[src/hdl/ir2pd_pkg.sv]
`timescale 1ns / 1ps
// ----------------------------------------------------------------------------
// ir2pd_pkg
// shared types and constants of the ir two-bit pulse-distance modulator
// ----------------------------------------------------------------------------
package ir2pd_pkg;

  // configuration port
  localparam int CFG_IDX_W  = 3;
  localparam int CFG_DATA_W = 20;

  localparam logic [CFG_IDX_W-1:0] REG_CARRIER_HALF = 3'd0;
  localparam logic [CFG_IDX_W-1:0] REG_BURST_CYCLES = 3'd1;
  localparam logic [CFG_IDX_W-1:0] REG_PAUSE_SYM0   = 3'd2;
  localparam logic [CFG_IDX_W-1:0] REG_PAUSE_SYM1   = 3'd3;
  localparam logic [CFG_IDX_W-1:0] REG_PAUSE_SYM2   = 3'd4;
  localparam logic [CFG_IDX_W-1:0] REG_PAUSE_SYM3   = 3'd5;
  localparam logic [CFG_IDX_W-1:0] REG_GAP_TICKS    = 3'd6;

  // register reset values
  localparam logic [7:0]  RST_CARRIER_HALF = 8'd4;
  localparam logic [9:0]  RST_BURST_CYCLES = 10'd48;
  localparam logic [15:0] RST_PAUSE_SYM0   = 16'd560;
  localparam logic [15:0] RST_PAUSE_SYM1   = 16'd2370;
  localparam logic [15:0] RST_PAUSE_SYM2   = 16'd1170;
  localparam logic [15:0] RST_PAUSE_SYM3   = 16'd1780;
  localparam logic [19:0] RST_GAP_TICKS    = 20'd20000;

  // load status codes
  localparam logic [1:0] LS_OK   = 2'd0;
  localparam logic [1:0] LS_BUSY = 2'd1;
  localparam logic [1:0] LS_FULL = 2'd2;

  // request types
  localparam logic REQ_LOAD = 1'b0;
  localparam logic REQ_TICK = 1'b1;

  typedef struct packed {
    logic        req_type;
    logic [7:0]  data_byte;
    logic        last_byte;
    logic [15:0] repeat_count;
  } req_word_t;

  typedef struct packed {
    logic       ir_level;
    logic       busy_res;
    logic [1:0] load_status;
    logic       frame_done;
  } res_word_t;

  // controller to datapath
  typedef struct packed {
    logic load_byte;
    logic clear_len;
    logic start;
    logic burst_step;
    logic load_pause;
    logic interval_dec;
    logic begin_burst;
    logic next_symbol;
    logic load_gap;
    logic restart;
    logic end_frame;
  } dp_cmd_t;

  // datapath to controller
  typedef struct packed {
    logic burst_done;
    logic interval_one;
    logic last_symbol;
    logic gap_zero;
    logic repeats_le1;
    logic full;
    logic rep_zero;
  } dp_stat_t;

endpackage

[src/hdl/ir2pd_ram.sv]
`timescale 1ns / 1ps
// ----------------------------------------------------------------------------
// ir2pd_ram
// generic single-write, single-read ram with registered read data
// ----------------------------------------------------------------------------
module ir2pd_ram #(
  parameter int WIDTH = 8,
  parameter int DEPTH = 256,
  parameter int ADDR_W = (DEPTH > 1) ? $clog2(DEPTH) : 1
) (
  input  logic              clk,
  input  logic              we,
  input  logic [ADDR_W-1:0] wr_addr,
  input  logic [WIDTH-1:0]  wr_data,
  input  logic [ADDR_W-1:0] rd_addr,
  output logic [WIDTH-1:0]  rd_data
);

  logic [WIDTH-1:0] mem [DEPTH];

  always_ff @(posedge clk) begin
    if (we) begin
      mem[wr_addr] <= wr_data;
    end
    rd_data <= mem[rd_addr];
  end

endmodule

[src/hdl/ir2pd_dpath.sv]
`timescale 1ns / 1ps
// ----------------------------------------------------------------------------
// ir2pd_dpath
// frame store, configuration registers, carrier and interval counters
// ----------------------------------------------------------------------------
module ir2pd_dpath #(
  parameter int FRAME_BYTES = 256
) (
  input  logic                             clk,
  input  logic                             rst,
  input  logic                             cfg_we,
  input  logic [ir2pd_pkg::CFG_IDX_W-1:0]  cfg_index,
  input  logic [ir2pd_pkg::CFG_DATA_W-1:0] cfg_data,
  input  ir2pd_pkg::req_word_t             req,
  input  ir2pd_pkg::dp_cmd_t               cmd,
  output ir2pd_pkg::dp_stat_t              stat,
  output logic                             pin_level
);

  localparam int ADDR_W = (FRAME_BYTES > 1) ? $clog2(FRAME_BYTES) : 1;
  localparam int LEN_W  = $clog2(FRAME_BYTES + 1);
  localparam int POS_W  = ADDR_W + 2;
  localparam int CMP_W  = (LEN_W + 2 > POS_W + 1) ? LEN_W + 2 : POS_W + 1;

  // configuration
  logic [7:0]  carrier_half;
  logic [9:0]  burst_cycles;
  logic [15:0] pause0, pause1, pause2, pause3;
  logic [19:0] gap_ticks;

  // frame state
  logic [LEN_W-1:0] frame_length, frame_length_next;
  logic [15:0]      repeats_left, repeats_left_next;
  logic [POS_W-1:0] symbol_position, symbol_position_next;
  logic [19:0]      interval_counter, interval_counter_next;
  logic [7:0]       half_counter, half_counter_next;
  logic [9:0]       cycles_left, cycles_left_next;
  logic             pin_level_next;

  logic [7:0]       rd_data;
  logic [1:0]       symbol;
  logic [15:0]      pause_sel;
  logic [7:0]       half_reload;
  logic [9:0]       cycles_reload;
  logic [CMP_W-1:0] pos_inc, len_syms;

  always_ff @(posedge clk) begin
    if (rst) begin
      carrier_half <= ir2pd_pkg::RST_CARRIER_HALF;
      burst_cycles <= ir2pd_pkg::RST_BURST_CYCLES;
      pause0       <= ir2pd_pkg::RST_PAUSE_SYM0;
      pause1       <= ir2pd_pkg::RST_PAUSE_SYM1;
      pause2       <= ir2pd_pkg::RST_PAUSE_SYM2;
      pause3       <= ir2pd_pkg::RST_PAUSE_SYM3;
      gap_ticks    <= ir2pd_pkg::RST_GAP_TICKS;
    end else if (cfg_we) begin
      case (cfg_index)
        ir2pd_pkg::REG_CARRIER_HALF: carrier_half <= cfg_data[7:0];
        ir2pd_pkg::REG_BURST_CYCLES: burst_cycles <= cfg_data[9:0];
        ir2pd_pkg::REG_PAUSE_SYM0:   pause0 <= cfg_data[15:0];
        ir2pd_pkg::REG_PAUSE_SYM1:   pause1 <= cfg_data[15:0];
        ir2pd_pkg::REG_PAUSE_SYM2:   pause2 <= cfg_data[15:0];
        ir2pd_pkg::REG_PAUSE_SYM3:   pause3 <= cfg_data[15:0];
        ir2pd_pkg::REG_GAP_TICKS:    gap_ticks <= cfg_data;
        default: ;
      endcase
    end
  end

  // read address follows the current byte; it is stable over a whole burst
  ir2pd_ram #(
    .WIDTH (8),
    .DEPTH (FRAME_BYTES),
    .ADDR_W(ADDR_W)
  ) u_store (
    .clk    (clk),
    .we     (cmd.load_byte),
    .wr_addr(ADDR_W'(frame_length)),
    .wr_data(req.data_byte),
    .rd_addr(symbol_position[POS_W-1:2]),
    .rd_data(rd_data)
  );

  // msb-first symbol of the stored byte
  always_comb begin
    case (symbol_position[1:0])
      2'd0:    symbol = rd_data[7:6];
      2'd1:    symbol = rd_data[5:4];
      2'd2:    symbol = rd_data[3:2];
      default: symbol = rd_data[1:0];
    endcase
    case (symbol)
      2'd0:    pause_sel = pause0;
      2'd1:    pause_sel = pause1;
      2'd2:    pause_sel = pause2;
      default: pause_sel = pause3;
    endcase
    if (pause_sel == 16'd0) begin
      pause_sel = 16'd1;
    end
  end

  assign half_reload   = (carrier_half == 8'd0) ? 8'd1 : carrier_half;
  assign cycles_reload = (burst_cycles == 10'd0) ? 10'd1 : burst_cycles;
  assign pos_inc       = CMP_W'(symbol_position) + CMP_W'(1);
  assign len_syms      = CMP_W'({frame_length, 2'b00});

  assign stat.burst_done   = (half_counter == 8'd1) && !pin_level && (cycles_left == 10'd1);
  assign stat.interval_one = (interval_counter == 20'd1);
  assign stat.last_symbol  = (pos_inc >= len_syms);
  assign stat.gap_zero     = (gap_ticks == 20'd0);
  assign stat.repeats_le1  = (repeats_left <= 16'd1);
  assign stat.full         = (frame_length == LEN_W'(FRAME_BYTES));
  assign stat.rep_zero     = (req.repeat_count == 16'd0);

  always_comb begin
    frame_length_next     = frame_length;
    repeats_left_next     = repeats_left;
    symbol_position_next  = symbol_position;
    interval_counter_next = interval_counter;
    half_counter_next     = half_counter;
    cycles_left_next      = cycles_left;
    pin_level_next        = pin_level;

    if (cmd.load_byte) begin
      frame_length_next = frame_length + LEN_W'(1);
    end
    if (cmd.clear_len || cmd.end_frame) begin
      frame_length_next = '0;
    end

    if (cmd.start) begin
      repeats_left_next = req.repeat_count;
    end
    if ((cmd.restart || cmd.end_frame) && repeats_left != 16'd0) begin
      repeats_left_next = repeats_left - 16'd1;
    end

    if (cmd.next_symbol) begin
      symbol_position_next = symbol_position + POS_W'(1);
    end
    if (cmd.start || cmd.restart || cmd.end_frame) begin
      symbol_position_next = '0;
    end

    // carrier: high half, low half, then count the cycle
    if (cmd.burst_step) begin
      half_counter_next = half_counter - 8'd1;
      if (half_counter == 8'd1) begin
        if (pin_level) begin
          pin_level_next    = 1'b0;
          half_counter_next = half_reload;
        end else begin
          cycles_left_next = cycles_left - 10'd1;
          if (cycles_left != 10'd1) begin
            pin_level_next    = 1'b1;
            half_counter_next = half_reload;
          end
        end
      end
    end
    if (cmd.start || cmd.begin_burst || cmd.restart) begin
      pin_level_next    = 1'b1;
      half_counter_next = half_reload;
      cycles_left_next  = cycles_reload;
    end
    if (cmd.end_frame) begin
      pin_level_next = 1'b0;
    end

    if (cmd.interval_dec) begin
      interval_counter_next = interval_counter - 20'd1;
    end
    if (cmd.load_pause) begin
      interval_counter_next = 20'(pause_sel);
    end
    if (cmd.load_gap) begin
      interval_counter_next = gap_ticks;
    end
    if (cmd.end_frame) begin
      interval_counter_next = '0;
    end
  end

  always_ff @(posedge clk) begin
    if (rst) begin
      frame_length     <= '0;
      repeats_left     <= '0;
      symbol_position  <= '0;
      interval_counter <= '0;
      half_counter     <= '0;
      cycles_left      <= '0;
      pin_level        <= 1'b0;
    end else begin
      frame_length     <= frame_length_next;
      repeats_left     <= repeats_left_next;
      symbol_position  <= symbol_position_next;
      interval_counter <= interval_counter_next;
      half_counter     <= half_counter_next;
      cycles_left      <= cycles_left_next;
      pin_level        <= pin_level_next;
    end
  end

endmodule

[src/hdl/ir2pd_ctrl.sv]
`timescale 1ns / 1ps
// ----------------------------------------------------------------------------
// ir2pd_ctrl
// phase state machine, handshake and result status registers
// ----------------------------------------------------------------------------
module ir2pd_ctrl (
  input  logic                clk,
  input  logic                rst,
  input  logic                req_valid,
  output logic                req_stall,
  input  logic                req_type,
  input  logic                last_byte,
  output logic                res_valid,
  input  logic                res_stall,
  input  ir2pd_pkg::dp_stat_t stat,
  output ir2pd_pkg::dp_cmd_t  cmd,
  output logic                busy,
  output logic [1:0]          load_status,
  output logic                frame_done
);

  localparam logic [2:0] PH_IDLE  = 3'd0;
  localparam logic [2:0] PH_BURST = 3'd1;
  localparam logic [2:0] PH_PAUSE = 3'd2;
  localparam logic [2:0] PH_FINAL = 3'd3;
  localparam logic [2:0] PH_GAP   = 3'd4;

  logic [2:0] phase, phase_next;
  logic [1:0] load_status_next;
  logic       frame_done_next;
  logic       accept;
  logic       repeat_end;

  assign req_stall = res_valid && res_stall;
  assign accept    = req_valid && !req_stall;
  assign busy      = (phase != PH_IDLE);

  always_comb begin
    cmd              = '0;
    phase_next       = phase;
    load_status_next = ir2pd_pkg::LS_OK;
    frame_done_next  = 1'b0;
    repeat_end       = 1'b0;

    if (accept) begin
      if (req_type == ir2pd_pkg::REQ_TICK) begin
        case (phase)
          PH_BURST: begin
            cmd.burst_step = 1'b1;
            if (stat.burst_done) begin
              cmd.load_pause = 1'b1;
              phase_next     = PH_PAUSE;
            end
          end
          PH_PAUSE: begin
            cmd.interval_dec = 1'b1;
            if (stat.interval_one) begin
              cmd.begin_burst = 1'b1;
              if (stat.last_symbol) begin
                phase_next = PH_FINAL;
              end else begin
                cmd.next_symbol = 1'b1;
                phase_next      = PH_BURST;
              end
            end
          end
          PH_FINAL: begin
            cmd.burst_step = 1'b1;
            if (stat.burst_done) begin
              if (stat.gap_zero) begin
                repeat_end = 1'b1;
              end else begin
                cmd.load_gap = 1'b1;
                phase_next   = PH_GAP;
              end
            end
          end
          PH_GAP: begin
            cmd.interval_dec = 1'b1;
            repeat_end       = stat.interval_one;
          end
          default: ;
        endcase
        if (repeat_end) begin
          if (stat.repeats_le1) begin
            cmd.end_frame   = 1'b1;
            phase_next      = PH_IDLE;
            frame_done_next = 1'b1;
          end else begin
            cmd.restart = 1'b1;
            phase_next  = PH_BURST;
          end
        end
      end else if (phase != PH_IDLE) begin
        load_status_next = ir2pd_pkg::LS_BUSY;
      end else begin
        cmd.load_byte    = !stat.full;
        load_status_next = stat.full ? ir2pd_pkg::LS_FULL : ir2pd_pkg::LS_OK;
        if (last_byte) begin
          if (stat.rep_zero) begin
            cmd.clear_len = 1'b1;
          end else begin
            cmd.start  = 1'b1;
            phase_next = PH_BURST;
          end
        end
      end
    end
  end

  always_ff @(posedge clk) begin
    if (rst) begin
      phase       <= PH_IDLE;
      res_valid   <= 1'b0;
      load_status <= ir2pd_pkg::LS_OK;
      frame_done  <= 1'b0;
    end else begin
      phase <= phase_next;
      if (accept) begin
        res_valid   <= 1'b1;
        load_status <= load_status_next;
        frame_done  <= frame_done_next;
      end else if (!res_stall) begin
        res_valid <= 1'b0;
      end
    end
  end

endmodule

[src/hdl/ir_two_bit_pulse_distance_modulator_unit.sv]
`timescale 1ns / 1ps
// ----------------------------------------------------------------------------
// ir_two_bit_pulse_distance_modulator_unit
// ir transmitter: frame byte loader and tick-driven pulse-distance modulator
// ----------------------------------------------------------------------------
// a result word is registered and appears in the cycle after its request word is taken
// throughput: one request word per cycle while the result side keeps up
// the result register holds one word; requests stall only while it is stalled
// reset (rst, synchronous): idle, empty frame, pin low, registers to defaults
// the frame store needs no clearing; only bytes of the current frame are read
// ----------------------------------------------------------------------------
module ir_two_bit_pulse_distance_modulator_unit #(
  parameter int FRAME_BYTES = 256
) (
  input  logic                             clk,
  input  logic                             rst,
  // request channel
  input  logic                             req_valid,
  output logic                             req_stall,
  input  ir2pd_pkg::req_word_t             req,
  // result channel
  output logic                             res_valid,
  input  logic                             res_stall,
  output ir2pd_pkg::res_word_t             res,
  // configuration write port
  input  logic                             cfg_we,
  input  logic [ir2pd_pkg::CFG_IDX_W-1:0]  cfg_index,
  input  logic [ir2pd_pkg::CFG_DATA_W-1:0] cfg_data
);

  ir2pd_pkg::dp_cmd_t  cmd;
  ir2pd_pkg::dp_stat_t stat;
  logic                pin_level;
  logic                busy;
  logic [1:0]          load_status;
  logic                frame_done;

  // controller: phase sequencing, handshake, per-word status
  ir2pd_ctrl u_ctrl (
    .clk        (clk),
    .rst        (rst),
    .req_valid  (req_valid),
    .req_stall  (req_stall),
    .req_type   (req.req_type),
    .last_byte  (req.last_byte),
    .res_valid  (res_valid),
    .res_stall  (res_stall),
    .stat       (stat),
    .cmd        (cmd),
    .busy       (busy),
    .load_status(load_status),
    .frame_done (frame_done)
  );

  // datapath: frame store, config registers, carrier and interval counters
  ir2pd_dpath #(
    .FRAME_BYTES(FRAME_BYTES)
  ) u_dpath (
    .clk      (clk),
    .rst      (rst),
    .cfg_we   (cfg_we),
    .cfg_index(cfg_index),
    .cfg_data (cfg_data),
    .req      (req),
    .cmd      (cmd),
    .stat     (stat),
    .pin_level(pin_level)
  );

  // pin and busy are state after the step; they only move when a new
  // word is taken, which is also when the held result word leaves
  assign res.ir_level    = pin_level;
  assign res.busy_res    = busy;
  assign res.load_status = load_status;
  assign res.frame_done  = frame_done;

endmodule
[config.mk]
export PLATFORM = sky130hd
export DESIGN_NAME = ir_two_bit_pulse_distance_modulator_unit
export DESIGN_NICKNAME = d
export VERILOG_FILES = /design/src/hdl/ir2pd_pkg.sv /design/src/hdl/ir2pd_ram.sv /design/src/hdl/ir2pd_dpath.sv /design/src/hdl/ir2pd_ctrl.sv /design/src/hdl/ir_two_bit_pulse_distance_modulator_unit.sv
export SDC_FILE = /design/constraint.sdc
export NUM_CORES = 2
export LEC_CHECK = 0
export CORE_MARGIN = 2
export CORE_UTILIZATION = 40
export DETAILED_ROUTE_END_ITERATION = 7
export DONT_BUFFER_PORTS = 1
export HOLD_SLACK_MARGIN = 0.15
export PLACE_DENSITY_LB_ADDON = 0.1
export SETUP_SLACK_MARGIN = 0.2
export SLEW_MARGIN = 10
export SYNTH_ARGS = -nofsm -noshare
export SYNTH_HDL_FRONTEND = slang
export SYNTH_SLANG_ARGS = --single-unit
[constraint.sdc]
create_clock -name clk -period 5.4 [get_ports clk]
set_input_delay 0.54 -clock clk [delete_from_list [all_inputs] [get_ports clk]]
set_output_delay 0.54 -clock clk [all_outputs]
set_load 0.03 [all_outputs]
Yosys cells after proc, flatten, opt, wreduce, memory -nomap -nowiden
Memory sizes are Yosys's and may differ from the RTL's. A register that Yosys moved wholly into a read port is not among the register bits.
Index checks and enable logic that the tools add are counted.
{ "classes": {"n_reduce_logical": 44, "order_cmp": 2, "n_eq_ne": 28, "muxes": 70, "n_addsub": 7} }
{ "ops": {"columns": ["op", "count"], "rows": [
  ["$mux 20", 3],
  ["$mux 8", 7],
  ["$mux 10", 5],
  ["$mux 16", 3],
  ["$pmux 16 s3", 1],
  ["$mux 3", 11],
  ["$logic_not 16->1", 2],
  ["$mux 1", 28],
  ["$eq 20x1->1 const B", 1],
  ["$logic_not 20->1", 1],
  ["$sub 20x1->20 const B", 1],
  ["$le 16x1->1 const B", 1],
  ["$mux 2", 8],
  ["$reduce_and 2->1", 8],
  ["$reduce_bool 16->1", 1],
  ["$sub 16x1->16 const B", 1],
  ["$eq 3x2->1 const B", 4],
  ["$eq 3x3->1 const B", 4],
  ["$ne 4x3->1 const B", 3],
  ["$add 10x1->11 const B", 1],
  ["$ge 11x11->1", 1],
  ["$mux 11", 1],
  ["$add 10x1->10 const B", 1],
  ["$eq 10x1->1 const B", 1],
  ["28 further kinds", 53]
]} }
{ "word_totals": {"ff_bits": 183, "output_inout_bits": 7, "mem_count": 1, "wordCells": 170, "ram_bits": 2048} }
{ "mem_list": {"columns": ["name", "depth", "width", "read_ports", "rd_clocked_by_memory_dff", "wr", "line_no", "rtl"], "rows": [
  ["u_dpath.u_store.mem", 256, 8, 1, 1, 1, "ir2pd_ram.sv:19", "logic [WIDTH-1:0] mem [DEPTH];"]
]} }

Longest topological paths before layout
{ "logic_depth": {"depth_word": 14, "depth_mapped": 19, "depth_no_buf": 13} }

Cells and area by module
From an unflattened synthesis, not the netlist that was laid out.
{ "hier_totals": {"cells_unflattened": 4929, "hier_area_um2": 89025.4} }
{ "modules_own_cells": {"columns": ["module", "instances", "seq_area_each_um2", "cells_each", "area_each_um2"], "rows": [
  ["ir2pd_ram", 1, 61659.1, 3733, 79556.3],
  ["ir2pd_dpath", 1, 3523.4, 1125, 8894.8],
  ["ir2pd_ctrl", 1, 140.1, 68, 551.8],
  ["ir_two_bit_pulse_distance_modulator_unit", 1, 0.0, 3, 22.5]
]} }

Worst setup path before layout
OpenSTA, ideal clock, no wires.
{ "synth_path": {"kind": "register to register", "start": "register u_dpath.symbol_position[2]", "end": "register u_dpath.symbol_position[4]", "slack_ps": 1291, "arrival_time_ps": 3985, "period_less_slack_ps": 4109, "t_required_ps": 5276, "setup_ps": 124, "path_stages_with_launch": 20, "path_cell_list": "dfxtp_1 buf_2 buf_4 buf_6 buf_6 buf_6 buf_4 and3_1 and3_1 nand3_1 nor2_1 xor2_1 ha_1 and3_1 a221o_1 or4_1 a41oi_2 nand2_1 xor2_1 nor2_1"} }
{ "synth_via": {"elab_chain_len": 7, "elab_cells_between_ends": 8, "classes_between": "2 x add/sub; 1 x order compare; 5 x mux"} }
{ "synth_rtl": {"columns": ["element", "line_no", "rtl"], "rows": [
  ["start: declaration", "ir2pd_dpath.sv:34", "logic [POS_W-1:0] symbol_position, symbol_position_next;"],
  ["start signal: assignment", "ir2pd_dpath.sv:197", "symbol_position <= symbol_position_next;"],
  ["$add 10x1->11", "ir2pd_dpath.sv:105", "assign pos_inc = CMP_W'(symbol_position) + CMP_W'(1);"],
  ["net u_dpath.pos_inc[9]", "ir2pd_dpath.sv:45", "logic [CMP_W-1:0] pos_inc, len_syms;"],
  ["$ge 11x11->1", "ir2pd_dpath.sv:110", "assign stat.last_symbol = (pos_inc >= len_syms);"],
  ["$mux 1", "ir2pd_ctrl.sv:59", "if (stat.last_symbol) begin"],
  ["$mux 2", "ir2pd_ctrl.sv:57", "if (stat.interval_one) begin"],
  ["$mux 2", "ir2pd_ctrl.sv:47", "case (phase)"],
  ["$mux 8", "ir2pd_ctrl.sv:46", "if (req_type == ir2pd_pkg::REQ_TICK) begin"],
  ["$mux 11", "ir2pd_ctrl.sv:45", "if (accept) begin"]
]} }
The timed path passes the listed nets, and every way through them passes these cells.
A chain may end at the register's enable or synchronous reset.

==> impl_metrics.tcl <==
set metrics [dict create \
    wl_um 229000 \
    finalSetupViolCount 0 \
    root_buffer "clkbuf_16" \
    syn-num-nets 4665 \
    slowest_stage "nor2_1" \
    ys_ff_latch 2239 \
    drc 0 \
    start_util 0.402 \
    synth_ff_type "edfxtp_1" \
    fin_skew_ps 30.9 \
    startpoint_type "register" \
    grt_start_max_net_pins 257 \
    r2r-start "u_ctrl.phase[0]" \
    ctsResizeCount 0 \
    final_cell_mix "edfxtp_1 (2,048), mux4_2 (608), nor2_1 (359)" \
    track_usage 0.205 \
    grt_overflow 0 \
    slew_violations 0 \
    slew_headroom 0.101 \
    async_flop_share 0 \
    critPathKind "reg2reg" \
    synth_area_leader_cell "edfxtp_1" \
    clock.fmax_ghz 0.238 \
    max_cap_viol_count 0 \
    period_share 0.779 \
    portBuffers 0 \
    post_cts_buffers 0 \
    fp.dieW_um 474 \
    cp_cell_sequence "or3_1, nor3_2, buf_4, o41ai_2, nor3_1, nand2_2, nor2_1" \
    rows 172 \
    power_mw 35.8 \
    worst_pin_slew_ps 1350 \
    drt_iter0_drc 4310 \
    final_common_cell "edfxtp_1" \
    grt_pass1_wl_um 333000 \
    fin_tns_setup_ps 0 \
    vdd_drop_max_v 0.000344 \
    num_io_pins 61 \
    min_path_cells 1 \
    syn_area_per_cell_um2 19.3 \
    post-route-min-period_ps 4210 \
    synth_edf_count 2048 \
    holdBufCountCts 77 \
    nNetsFinal 4867 \
    core_um2 220000 \
    first_pass_iters 5 \
    placed_cell_area_um2 92000 \
    vias_per_cell 5.59 \
    ys_types 77 \
    powerDensity_nw_per_um2 355 \
    p_leak_nw 30.3 \
    cts_buffers 232 \
    crit_fanout 16 \
    yosys.area.top_type_share 0.696 \
    clock_latency_ps 870 \
    fill_cells 18600 \
    hold_end "u_dpath.u_store.mem[143][1]" \
    ctsHtreeMaxLevel 4 \
    clk_pin_slew_ps 60 \
    rr_worst_depth 7 \
    cp-end-kind "register" \
    die_y_um 474 \
    r2r_end "u_dpath.u_store.mem[98][7]" \
    cts_tree "done" \
    place_hpwl_um 132000 \
    hp-class "in2reg" \
    postSynthCellCount 4586 \
    r2r_setup_slack_ps 1190 \
    yosysSeqAreaShare 0.739 \
    clockBufferDepth 3 \
    arrival_ps 4690 \
    final_antenna_net_count 0 \
    dieArea_um2 225000 \
    cts.sinks 2239 \
    hold_viol 0 \
    antenna_found_initial 13 \
    grt_pass1_vias 45300 \
    rsz0062_at_grt "false" \
    crit_path_max_incr_delay_ps 860 \
    required_ps 5880 \
    fin_cells 7949 \
    gp_congestion 0.775 \
    vias 44400 \
    drive_above_1_share 0.232 \
    synth.area.top_cells "edfxtp_1 (70%), mux4_2 (15%), dfxtp_1 (4.3%)" \
    status "finished clean" \
    post-route-cell-area_um2 101000 \
    synth_warnings 0 \
    area_delta_synth_final_pct 14.1 \
    placed_cells 7425 \
    syn_area_um2 88400 \
    min-delay-start "req[18]" \
    wire_per_inst_um 28.9 \
]
==> registers in the layout, indices dropped and copies added (netlist names) <==
signal / flops
u_dpath.gap_ticks: 20
u_dpath.pause3: 16
u_dpath.half_counter: 8
u_ctrl.res_valid: 1
u_ctrl.frame_done: 1
u_dpath.cycles_left: 10
u_dpath.pause1: 16
u_dpath.u_store.mem: 2048
u_ctrl.load_status: 2
u_dpath.pin_level: 1
u_dpath.burst_cycles: 10
u_dpath.pause2: 16
u_ctrl.phase: 3
u_dpath.interval_counter: 20
u_dpath.frame_length: 9
u_dpath.u_store.rd_data: 8
u_dpath.repeats_left: 16
u_dpath.pause0: 16
u_dpath.carrier_half: 8
u_dpath.symbol_position: 10
==> layout make-up <==
cell class,count,area [µm²],area share
diodes,9,22.5,0.000223
clock buffers,296,6130,0.0608
clock inverters,132,1490,0.0148
inverters,30,113,0.00112
multi-input cells,2063,21800,0.216
flip-flops and latches,2239,65300,0.648
well taps,2958,3700,0.0367
repair buffers,222,2230,0.0221
==> cells in the mapped netlist, drive strengths merged (3+ instances only) <==
cell type  number
o221ai          5
nor4b           4
or3            11
mux2           30
nand2b         13
nor3b           4
nor2          361
inv            30
a32oi          17
dfxtp         191
a22oi          23
a2111oi         8
nand2         353
buf           120
o21a            4
o21ai          19
a211oi         18
edfxtp       2048
and3           17
xnor2          27
o22ai          74
a21o            5
a311oi          4
and4            3
o211ai          9
nand4          16
a31oi           9
a221oi          3
clkbuf        134
mux2i          35
nand3          38
xor2           24
nor3           49
or4            19
a41oi           3
nand3b         30
nor4           24
ha             25
or2             4
nor2b          12
a21oi         127
mux4          608
==> routing by layer <==
layer	vias up	track usage	part of all wire
met1	23800	0.292	0.44
met4	2	0.0439	0.018
met3	261	0.0310	0.050
met2	1276	0.335	0.49
li1	19100	-	-
met5	-	0	0.000057
==> worst max-delay path by stage <==
stage                                     from                    endpoint  slack [ps]  depth (start not counted)
floorplan           u_dpath.symbol_position[2]  u_dpath.symbol_position[4]        1290                         19
global placement               u_ctrl.phase[0]  u_dpath.u_store.mem[98][7]        1170                          7
detailed placement             u_ctrl.phase[0]  u_dpath.u_store.mem[98][7]        1130                          7
CTS                            u_ctrl.phase[0]  u_dpath.u_store.mem[98][7]        1110                          7
global route                   u_ctrl.phase[0]  u_dpath.u_store.mem[98][7]         960                          7
finish                         u_ctrl.phase[0]  u_dpath.u_store.mem[98][7]        1190                          7
==> critical path, delay by kind of cell, from the launching register on <==
family / cells / cell delay, ps
buf+inv: 1 / 210
compound gates: 1 / 160
flops: 1 / 390
simple gates: 5 / 3060
==> kinds of logic after synthesis <==
kind of cell / share of synthesized area
flip-flops: 0.739
multiplexers: 0.163
XOR/XNOR: 0.00505
buffers and inverters: 0.0148
AO/OA/AOI/OAI: 0.0257
adder cells (fa/ha/maj): 0.00354
AND/OR/NAND/NOR: 0.0488
==> stage by stage <==
stage	setup WS, ps	hold slack (ps)	util
after CTS	1110	189	0.458
after global placement	1170	440	0.419
after floorplan	1290	427	-
after global routing	955	220	0.459
after detailed placement	1130	444	0.419
final	1190	231	0.459
==> report_power, final <==
group / total, mW / internal [mW] / switching, mW
clock network: 16.1 / 9.38 / 6.72
logic: 0.696 / 0.174 / 0.522
registers: 19.0 / 18.9 / 0.0383
No activity file was read; power rests on OpenSTA's default activity.
